## src/rtl/cau_pkg.sv

```systemverilog
`timescale 1ns / 1ps
// cau_pkg: shared types, widths and helpers for the complex arithmetic unit.
// No dependencies.
package cau_pkg;

    localparam int DATA_W = 16;
    localparam int FRAC_W = 8;
    localparam int PROD_W = 2 * DATA_W;
    localparam int NUM_W  = PROD_W + FRAC_W;
    localparam int QUOT_W = DATA_W + 1;
    localparam int LAT    = DATA_W + 4;

    typedef enum logic [1:0] {
        OP_ADD = 2'd0,
        OP_SUB = 2'd1,
        OP_MUL = 2'd2,
        OP_DIV = 2'd3
    } op_t;

    typedef struct packed {
        op_t                      req_type;
        logic signed [DATA_W-1:0] a_re;
        logic signed [DATA_W-1:0] a_im;
        logic signed [DATA_W-1:0] b_re;
        logic signed [DATA_W-1:0] b_im;
    } req_t;

    typedef struct packed {
        logic signed [DATA_W-1:0] res_re;
        logic signed [DATA_W-1:0] res_im;
        logic                     div_zero;
        logic                     overflow;
    } res_t;

    // one result part on its way through the divider chain
    typedef struct packed {
        logic [PROD_W-1:0] rem;
        logic [DATA_W-1:0] nlow;
        logic [QUOT_W-1:0] quot;
        logic              big;
        logic              neg;
    } lane_t;

    typedef struct packed {
        logic              valid;
        logic              div;
        logic              dz;
        logic [PROD_W-1:0] den;
        lane_t             re;
        lane_t             im;
    } stage_t;

    function automatic logic signed [PROD_W:0] sx(input logic signed [DATA_W-1:0] v);
        sx = {{(PROD_W + 1 - DATA_W){v[DATA_W-1]}}, v};
    endfunction

    function automatic logic signed [PROD_W:0] px(input logic signed [PROD_W-1:0] v);
        px = {v[PROD_W-1], v};
    endfunction

endpackage

```

## src/rtl/cau_div_cell.sv

```systemverilog
`timescale 1ns / 1ps
// cau_div_cell: one restoring-division step for both result parts, registered.
// Depends on cau_pkg.
module cau_div_cell
    import cau_pkg::*;
(
    input  logic   clk,
    input  logic   rst_n,
    input  stage_t din,
    output stage_t dout
);

    stage_t stage_reg;
    stage_t stage_next;

    function automatic lane_t step(input lane_t l, input logic [PROD_W-1:0] den);
        logic [PROD_W:0] t;
        logic            ge;
        lane_t           r;
        t      = {l.rem, l.nlow[DATA_W-1]};
        ge     = t >= {1'b0, den};
        r      = l;
        r.rem  = ge ? PROD_W'(t - {1'b0, den}) : PROD_W'(t);
        r.nlow = {l.nlow[DATA_W-2:0], 1'b0};
        r.quot = {l.quot[QUOT_W-2:0], ge};
        step   = r;
    endfunction

    always_comb
    begin
        stage_next = din;
        if (din.div)
        begin
            stage_next.re = step(din.re, din.den);
            stage_next.im = step(din.im, din.den);
        end
    end

    always_ff @(posedge clk or negedge rst_n)
    begin
        if (!rst_n)
        begin
            stage_reg <= '0;
        end
        else
        begin
            stage_reg <= stage_next;
        end
    end

    assign dout = stage_reg;

endmodule

```

## config.mk

```make
export PLATFORM = sky130hd
export DESIGN_NAME = cau_div_cell
export DESIGN_NICKNAME = d
export VERILOG_FILES = /design/src/rtl/cau_pkg.sv /design/src/rtl/cau_div_cell.sv
export SDC_FILE = /design/constraint.sdc
export NUM_CORES = 1
export LEC_CHECK = 0
export BUFFER_PORTS_ARGS = -buffer_cell sky130_fd_sc_hd__buf_4
export CORE_ASPECT_RATIO = 0.7
export CORE_UTILIZATION = 45
export DETAILED_ROUTE_END_ITERATION = 8
export PLACE_DENSITY_LB_ADDON = 0.25
export SLEW_MARGIN = 20
export SYNTH_ARGS = -nofsm -noshare
export SYNTH_HDL_FRONTEND = slang
export SYNTH_SLANG_ARGS = --single-unit
```

## constraint.sdc

```tcl
create_clock -name clk -period 0.8 [get_ports clk]
set_input_delay 0.04 -clock clk [delete_from_list [all_inputs] [get_ports clk]]
set_output_delay 0.04 -clock clk [all_outputs]
set_load 0.02 [all_outputs]
```

==> flow_summary.toml, run 1 <==
[sta]
postGrtWorstEndpoint = "dout[104]$_DFF_PN0_/D"
worstEpCategory = "register data pin"

[place]
portBuffers = 339
hpwl_um = 26600
dp_slack_ns = -2.10
place.gp.congestion = 0.909

[synth]
synth_edf_count = 0
synth-seq-cells = 169
yosys_warnings = 0
ys.flop_type = "dfrtp_1"
yosysSeqAreaShare_pct = 42.9
synth_cells = 973
syn_avg_cell_area_um2 = 10.1
synth_nets = 1210
syn_area_um2 = 9860
ys_types = 62
synth-async-reset-ratio_pct = 100

[grt]
grt_max_degree = 31
grt_usage_pct = 80.4
antenna_found_initial = 14
grt-ovfl-total = 160

[status]
lastStage = "5_1_grt"
status = "stopped before the end"
error = "[ERROR GRT-0232] Routing congestion too high. Check the congestion heatmap in the GUI."

[cts]
numCtsBuffers = 17
clock_sink_count = 169
ctsRootBufferMaster = "clkbuf_16"
cts_max_path_buffers = 2
cts_max_level = 4

[die]
ios = 340
die_h_um = 126
fp-row-count = 44
start_util_pct = 46.7
die_x_um = 179
==> Yosys cell counts, drive strengths merged (2+ instances only) <==
| library cell | instances | share of area [%] |
|---|---|---|
| dfrtp | 169 | 43 |
| a21oi | 107 | 5.5 |
| nor2 | 92 | 3.5 |
| ha | 64 | 8.1 |
| mux2 | 61 | 7.0 |
| inv | 56 | 2.1 |
| mux2i | 54 | 5.5 |
| nand2 | 49 | 1.9 |
| o21ai | 41 | 2.1 |
| a21o | 34 | 2.6 |
| xnor2 | 33 | 2.9 |
| nand3 | 29 | 1.5 |
| clkbuf | 24 | 1.4 |
| xor2 | 24 | 2.1 |
| a31oi | 16 | 1.0 |
| buf | 16 | 1.5 |
| nand4 | 10 | 0.63 |
| a211oi | 8 | 0.66 |
| o211ai | 8 | 0.61 |
| nor2b | 7 | 0.44 |
| o21bai | 7 | 0.53 |
| and3 | 6 | 0.41 |
| nor3 | 5 | 0.25 |
| o31ai | 5 | 0.57 |
| a221oi | 4 | 0.42 |
| dlygate4sd3 | 4 | 0.41 |
| nand2b | 4 | 0.25 |
| and2 | 3 | 0.19 |
| o21a | 3 | 0.23 |
| or2 | 3 | 0.19 |
| a211o | 2 | 0.18 |
| a21boi | 2 | 0.15 |
| a31o | 2 | 0.18 |
| fa | 2 | 0.41 |
| nor4 | 2 | 0.13 |
| o2111ai | 2 | 0.18 |
| o41ai | 2 | 0.18 |
==> kinds of logic after synthesis <==
kind of cell / Yosys count / share of synthesized area, %
AOI/OAI and AO/OA: 253 / 16.0
xor gates and xnor gates: 57 / 5.06
adders and majority gates: 66 / 8.53
buffers and inverters: 100 / 5.42
DFF: 169 / 42.9
muxes: 115 / 12.5
and+or+nand+nor: 213 / 9.58
==> metrics by stage <==
stage          instance area [um2]  hold slack (ns)  instances  setup TNS [ns]
3_3_place_gp                 15100          -0.0425       1824         -126.75
4_1_cts                      19100           0.0110       2077         -122.47
2_1_floorplan                10300           -0.256        973          -99.86
3_5_place_dp                 15100          -0.0350       1824         -131.61
==> what timing repair did <==
item / CTS
setup buffers: 53
endpoints found under the hold margin: 334
resized for setup: 299
cloned: 5
pin swaps: 83
hold buffers: 167
setup endpoints to repair: 235
==> metal layers <==
layer / GRT overflow / global-route usage [%]
met5: 0 / 34.2
met4: 66 / 80.5
met3: 5 / 69.6
met2: 88 / 94.1
met1: 1 / 79.8
==> run 2: changes to the inputs <==
Settings changed: CORE_ASPECT_RATIO 0.7 to default, CORE_UTILIZATION 45 to 30, PLACE_DENSITY_LB_ADDON 0.25 to 0.15.
==> run 2 against run 1 <==
- the flow now finishes, with violations (hold timing, setup timing)
- synthesized area stayed put
- synthesized cell count stayed put
==> flow_summary.toml, run 2 <==
[power]
p_int_w = 0.0206
p_comb_share_pct = 40.3
p_sw_share_pct = 33.2
power.leakage_nw = 9.27
p_per_area_nw_per_um2 = 1580
seq_power_share_pct = 31.7
finalPower_w = 0.0309
power.switching_w = 0.0103
vdd_ir_drop_max_v = 0.00159
pwr-share-clk_pct = 28.0

[critical_path]
crit_type = "in -> reg"
cp.required_ns = 1.14
endpoint_kind = "register"
cp.arrival_ns = 2.79
critPathLaunchType = "input port"
path_max_fanout = 4

[sta]
tns_ns = -126.95
period_share_pct = 306
fin_crit_ns = 2.45
setup_viol = 237
worst_pin_slew_ns = 0.473
fin_ws_ns = -1.65
slew_headroom_pct = 68.2
clock.fmax_mhz = 409
grt_setup_unrepaired = "true"
slew_violations = 0
hold_ws_ns = -0.0103
hold_viol = 7

[synth]
synth-async-reset-ratio_pct = 100
synth_edf_count = 0
yosys_warnings = 0
ys.flop_type = "dfrtp_1"
synth_most_common_cell = "dfrtp_1"
ys_types = 62
synth-seq-cells = 169
synth_cells = 973
syn_avg_cell_area_um2 = 10.1
yosysSeqAreaShare_pct = 42.9
synth_top_area_cell = "dfrtp_1"
netlist_top_cells_count = "dfrtp_1, a21oi_1, nor2_1, ha_1, mux2_2"
syn_area_um2 = 9860
synth_nets = 1210
ys_top_cells_by_area = "dfrtp_1, ha_1, mux2_2"
synth_top_area_share_pct = 42.9

[cts]
cts_tree = "built"
ctsRootBufferMaster = "clkbuf_16"
cts_max_path_buffers = 2
clk_pin_slew_ns = 0.08
numCtsBuffers = 17
clock_sink_count = 169
cts_max_level = 4

[die]
design.core.area_um2 = 32500
fp-row-count = 66
die-area_um2 = 33600
start_util_pct = 30.4
die_h_um = 183
ios = 340
die_x_um = 183

[run]
max_cap_viol_count = 0

[grt]
antenna_found_initial = 3
grt_pass1_vias = 11100
grt_pass1_wl_um = 59200
grt_max_degree = 51
grt-ovfl-total = 0
grt_usage_pct = 23.3

[place]
place.gp.congestion = 0.876
hpwl_um = 28600
dpl.cell_count = 1992
portBuffers = 339

[drt]
antenna_left = 0
first_pass_iters = 5
viasPerCell = 4.62
route.vias.total = 10400
drt-total-wl_um = 38800
wl_per_cell_um = 17.3
drt_iter0_drc = 349
drc = 0

[status]
status = "finished with violations"
violations = "hold timing, setup timing"

[finish]
final_common_cell = "buf_4"
drive_gt1_share_pct = 50.2
stdcell_count = 2243
fin_nets = 2023
final_cell_mix = "buf_4, buf_6, dlygate4sd3_1"
synthToLayoutAreaGrowth_pct = 98.3
largest_register_ffs = 169
multi_input_area_um2 = 6050
final-seq-area_um2 = 4230
n_fill_cell = 2734

[hold_path]
hold_path.class = "in -> async"
-- run 2: cell counts after synthesis --
Identical to the previous run, type by type.
-- run 2: worst max-delay path by stage --
stage                        start         to  slack [ns]  depth (start not counted)
after floorplan           din[152]  dout[105]       -1.65                         15
after global routing      din[152]  dout[109]       -1.73                         16
after CTS                 din[135]  dout[114]       -1.51                         16
after global placement    din[155]  dout[112]       -2.09                         16
after detailed placement  din[155]  dout[110]       -2.14                         16
final                     din[155]  dout[109]       -1.65                         16
-- run 2: layout make-up --
type                       instances  area share [%]
timing repair buffer             838            40.1
multi-input combinational        704            31.0
sequential                       169            21.6
tap                              442            2.83
clock buffer                      17            2.18
inverter                          56            1.39
clock inverter                    15           0.877
antenna                            2          0.0256
-- run 2: stage by stage --
| stage | setup slack [ns] | util (%) | cell area [um2] |
|---|---|---|---|
| after floorplan | -1.65 | - | 10300 |
| final | -1.65 | 60.2 | 19600 |
| after global placement | -2.09 | 47.3 | 15400 |
| after global routing | -1.73 | 60.2 | 19500 |
| after detailed placement | -2.14 | 47.3 | 15400 |
| after CTS | -1.51 | 59.2 | 19200 |
-- run 2: worst max-delay path, stage by stage --
cell      delay, ns
buf_4          0.12
inv_4          0.06
ha_4           0.20
and3_4         0.18
a221o_1        0.33
a221oi_4       0.31
o31a_1         0.20
o21ai_1        0.08
a21oi_2        0.20
o41ai_4        0.11
a41oi_4        0.25
buf_4          0.20
buf_16         0.12
buf_4          0.12
mux2i_1        0.18
a21oi_1        0.08
-- run 2: kinds of logic after synthesis --
group,after synthesis,share of synthesized area [%]
adders and majority gates,66,8.53
and+or+nand+nor,213,9.58
buffers and inverters,100,5.42
DFF,169,42.9
AOI/OAI and AO/OA,253,16.0
muxes,115,12.5
xor gates and xnor gates,57,5.06
-- run 2: what timing repair did --
action	CTS	global route
pin swaps	87	59
endpoints found under the setup margin	235	237
cloned	6	0
buffers inserted	39	12
resized for setup	273	77
hold buffers	170	2
hold endpoints to repair	336	2
-- run 2: routing by layer --
layer	global-route usage [%]	wire, um	part of all wire (%)	up-vias
li1	-	-	-	5070
met1	26.5	15700	40	4986
met2	43.4	20300	52	266
met3	5.18	2270	5.9	36
met4	6.07	497	1.3	2
met5	0	17	0.044	-
-- run 2: power by group through the flow --
stage               Combinational [W]  Clock [W]  Sequential [W]
detailed placement             0.0100          0         0.00979
global placement              0.00998          0         0.00980
floorplan                     0.00414          0          0.0108
finish                         0.0125    0.00866         0.00978
global route                   0.0134    0.00922         0.00985
CTS                            0.0121    0.00886         0.00979
(Power assumes the default switching activity.)
==> run 3: changes to the inputs <==
Settings changed: TNS_END_PERCENT from default to 50.
==> run 3 against run 2 <==
- the run ends with setup timing left
- sequential power about the same
- core utilization is 0.62 points lower
- die area unchanged
- combinational power barely moved
- final cell count is 0.13% higher
- clock-buffer cell count rose by 1
- first-iteration DRC count stayed put
- sequential share of layout area up 0.23 points
- global-route usage down 0.23 points
- clock power fell by 7.6%
- routed wire length down 0.58%
- critical path type unchanged
==> flow_summary.toml, run 3 (synthesis results as in run 2) <==
[power]
p_per_area_nw_per_um2 = 1550
finalPower_w = 0.0301
power.leakage_nw = 9.19
vdd_ir_drop_max_v = 0.00158

[place]
place.gp.congestion = 0.871
hpwl_um = 28700
portBuffers = 339
dp_slack_ns = -2.15
dpl.cell_count = 2000

[cts]
ctsRootBufferMaster = "clkbuf_16"
numCtsBuffers = 17
cts_max_path_buffers = 2
cts_tree = "built"
clock_sink_count = 169
cts_max_level = 4
clk_pin_slew_ns = 0.07

[sta]
clock.fmax_mhz = 430
period_share_pct = 291
fin_crit_ns = 2.33
slew_violations = 0
setup_viol = 235
fin_ws_ns = -1.53
hold_viol = 0
grt_setup_unrepaired = "true"
slew_headroom_pct = 70.1
worst_pin_slew_ns = 0.446

[drt]
first_pass_iters = 5
route.vias.total = 10300
drt-total-wl_um = 38500
drc = 0
antenna_left = 0
drt_iter0_drc = 349
wl_per_cell_um = 17.2
viasPerCell = 4.58

[critical_path]
critPathLaunchType = "input port"
crit_type = "in -> reg"
path_max_fanout = 17
endpoint_kind = "register"
cp.required_ns = 1.13
cp.arrival_ns = 2.65

[finish]
final_cell_mix = "buf_4, buf_6, dfrtp_1"
synthToLayoutAreaGrowth_pct = 96.3
fin_nets = 2026
largest_register_ffs = 169
n_fill_cell = 2718
final_common_cell = "buf_4"
fin_util_pct = 59.6
stdcell_count = 2246
drive_gt1_share_pct = 49.9

[grt]
grt_pass1_vias = 11100
grt_max_degree = 38
grt-ovfl-total = 0
grt_pass1_wl_um = 58800
antenna_found_initial = 3
grt_usage_pct = 23.0

[die]
die-area_um2 = 33600
fp-row-count = 66
ios = 340
die_h_um = 183
die_x_um = 183
design.core.area_um2 = 32500
start_util_pct = 30.4

[run]
max_cap_viol_count = 0

[status]
status = "finished with violations"
violations = "setup timing"

[hold_path]
hold_path.class = "in -> reg"
-- run 3: changes by cell type in the layout (fill, tap and decap cells not counted), sizes merged --
| cell | before | now |
|---|---|---|
| dlymetal6s4s | 0 | 1 |
| inv | 64 | 62 |
| bufinv | 1 | 0 |
| clkbuf | 18 | 19 |
| clkinv | 2 | 5 |
| buf | 666 | 672 |
| clkinvlp | 4 | 3 |
| dlygate4sd3 | 171 | 167 |
-- run 3: cell type report --
type	count	area [um2]	area share, %
Antenna cell	2	5.00	0.0259
Clock buffer	18	439	2.27
Clock inverter	14	113	0.582
Inverter	56	273	1.41
Multi-Input combinational cell	704	5900	30.5
Sequential cell	169	4230	21.9
Tap cell	442	553	2.86
Timing Repair Buffer	841	7830	40.5
-- run 3: path summary, 6_finish.rpt --
| check | start | endpoint | slack (ns) | depth (start not counted) |
|---|---|---|---|---|
| worst min-delay path | din[102] | dout[102] | 0.006 | 4 |
| min in group asynchronous | rst_n | dout[98] | 0.11 | 3 |
| max in group asynchronous | rst_n | dout[29] | 0.32 | 4 |
| worst max-delay path | din[154] | dout[103] | -1.53 | 15 |
-- run 3: where the power goes --
| group | switching (W) | leakage (nW) | internal, W |
|---|---|---|---|
| clock network | 0.00387 | 0.267 | 0.00412 |
| registers | 0.000436 | 1.96 | 0.00934 |
| logic | 0.00557 | 6.96 | 0.00671 |
-- run 3: what timing repair did --
| item | 4_1_cts | 5_1_grt |
|---|---|---|
| setup endpoints to repair | 235 | 239 |
| pin swaps | 68 | 57 |
| endpoints found under the hold margin | 335 | 0 |
| hold buffers | 168 | 0 |
| resized for setup | 276 | 49 |
| setup buffers | 27 | 21 |
| cloned | 4 | 0 |
-- run 3: per-layer routing --
| metal | wire length [um] | share of wire (%) | track usage, % | up-vias |
|---|---|---|---|---|
| met3 | 1900 | 4.9 | 4.90 | 45 |
| met1 | 16100 | 42 | 26.9 | 4881 |
| li1 | - | - | - | 5099 |
| met4 | 764 | 2.0 | 7.60 | 2 |
| met5 | 13 | 0.034 | 0 | - |
| met2 | 19700 | 51 | 41.7 | 256 |
-- run 3: worst max-delay path, stage by stage --
cell and delay (ns):
buf_4 0.12, inv_4 0.06, ha_4 0.20, a21o_1 0.17, a221o_1 0.36, a221oi_4 0.30
o31a_1 0.19, o21ai_1 0.08, a21oi_2 0.17, o41ai_2 0.11, a41oi_4 0.20, buf_12 0.21
buf_4 0.14, mux2i_1 0.20, a21oi_1 0.08
-- run 3: stage by stage --
stage	TNS (ns)	hold WS [ns]	cell area [um2]
after floorplan	-117.28	-0.256	10200
after detailed placement	-134.43	-0.125	15400
after global placement	-134.47	-0.123	15400
after CTS	-126.60	-0.0282	19100
final	-126.83	0.00569	19300
after global routing	-140.49	0.0127	19300
==> run 4: changes to the inputs <==
Settings changed: CORE_ASPECT_RATIO from default to 1.25.
==> run 4 against run 3 <==
- the flow finishes with violations (hold timing, setup timing)
- clock power barely moved
- fmax fell by 3.6%
- total power rose by 0.48%
- sequential power barely moved
- combinational power barely moved
- critical path depth did not move
- die area barely moved
- cell area fell by 0.68%
- setup slack got worse by 0.087 ns
- critical path type unchanged
- critical endpoint is now dout[108]
- largest power group unchanged
==> flow_summary.toml, run 4 (synthesis results as in run 2) <==
[status]
status = "finished with violations"
violations = "hold timing, setup timing"

[critical_path]
endpoint_kind = "register"
path_max_fanout = 6
setup.worst_path.start = "din[122]"
cp.arrival_ns = 2.75
critPathLaunchType = "input port"
cp.required_ns = 1.14
crit_type = "in -> reg"

[drt]
drt-total-wl_um = 39500
drc = 0
viasPerCell = 4.67
first_pass_iters = 4
route.vias.total = 10300
antenna_left = 0
wl_per_cell_um = 17.9
drt_iter0_drc = 437

[hold_path]
min_from = "din[167]"
holdPathStages = 2
hold_path.class = "in -> reg"

[sta]
hold_ws_ns = -0.0549
grt_setup_unrepaired = "true"
fin_crit_ns = 2.41
period_share_pct = 302
hold_viol = 3
slew_headroom_pct = 68.4
clock.fmax_mhz = 414
worst_pin_slew_ns = 0.468
setup_viol = 235
fin_ws_ns = -1.61
slew_violations = 0

[cts]
cts_max_path_buffers = 2
cts_max_level = 4
numCtsBuffers = 17
cts_tree = "built"
clock_sink_count = 169
ctsRootBufferMaster = "clkbuf_16"
ctsHoldBuffers = 162
clk_pin_slew_ns = 0.08

[finish]
multi_input_area_um2 = 5990
largest_register_ffs = 169
n_fill_cell = 2693
drive_gt1_share_pct = 50.4
stdcell_count = 2212
final-seq-area_um2 = 4230
synthToLayoutAreaGrowth_pct = 95.0
final_cell_mix = "buf_4, buf_6, dfrtp_1"
fin_nets = 2021
final_common_cell = "buf_4"
final_cell_area_um2 = 19200

[die]
die_h_um = 205
ios = 340
start_util_pct = 30.7
fp-row-count = 73
design.core.area_um2 = 32100
die_x_um = 164
die-area_um2 = 33600

[place]
dp_slack_ns = -2.12
placed_cell_area_um2 = 15200
portBuffers = 339
place.gp.congestion = 0.899
dpl.cell_count = 1970
hpwl_um = 29400

[grt]
grt_pass1_vias = 11200
grt_max_degree = 63
antenna_found_initial = 3
grt_pass1_wl_um = 59500
grt-ovfl-total = 0
grt_usage_pct = 23.6

[run]
max_cap_viol_count = 0

[power]
power.leakage_nw = 9.12
vdd_ir_drop_max_v = 0.00104
p_per_area_nw_per_um2 = 1570
==> run 4: cell types whose count changed in the layout (fill, tap and decap cells not counted), sizes merged <==
cell | previous run | this run
inv | 62 | 58
diode | 2 | 3
o31ai | 5 | 6
dlygate4sd3 | 167 | 161
clkinv | 5 | 8
clkbuf | 19 | 20
==> run 4: area by class of cell <==
type	count	share of cell area, %
Antenna cell	3	0.0391
Clock buffer	19	2.25
Clock inverter	13	0.619
Inverter	56	1.43
Multi-Input combinational cell	705	31.2
Sequential cell	169	22.0
Tap cell	412	2.68
Timing Repair Buffer	835	39.8
==> run 4: through the flow <==
stage	utilization [%]	setup TNS [ns]	total power, W
floorplan	-	-117.28	0.0148
global placement	47.5	-131.76	0.0198
detailed placement	47.5	-135.50	0.0199
CTS	58.9	-127.86	0.0301
global route	59.9	-138.78	0.0317
finish	59.9	-126.30	0.0302
==> run 4: worst paths after layout <==
kind	to	slack, ns
worst min-delay path	dout[70]	-0.05
max in group asynchronous	dout[83]	0.28
min in group asynchronous	dout[145]	0.18
worst max-delay path	dout[108]	-1.61
==> run 4: routing by layer <==
metal	track usage [%]	vias up	routed length [um]
met1	24.6	4907	14700
li1	-	5071	-
met2	44.7	308	21000
met3	6.32	55	2850
met4	7.84	0	1010
met5	0	-	0
==> run 4: timing repair <==
item                                    in CTS  in global routing
cloned                                       5                  0
gates resized for setup                    283                 72
hold endpoints to repair                   330                  3
pin swaps                                   70                 63
buffers inserted                            31                 22
endpoints found under the setup margin     235                239
==> run 4: where the power goes <==
part	switching [W]	internal [W]	leakage [nW]	total, W
sequential	0.000427	0.00934	1.96	0.00977
clock	0.00397	0.00406	0.264	0.00803
combinational	0.00570	0.00671	6.90	0.0124
==> run 4: worst max-delay path, cell delays in order <==
cell,delay [ns]
buf_4,0.12
ha_4,0.24
and3_4,0.18
a221o_1,0.36
a221oi_4,0.32
o31a_1,0.21
o21ai_2,0.06
a21oi_2,0.20
o41ai_4,0.11
a41oi_4,0.23
buf_12,0.17
buf_8,0.14
buf_6,0.10
mux2i_1,0.18
a21oi_1,0.09
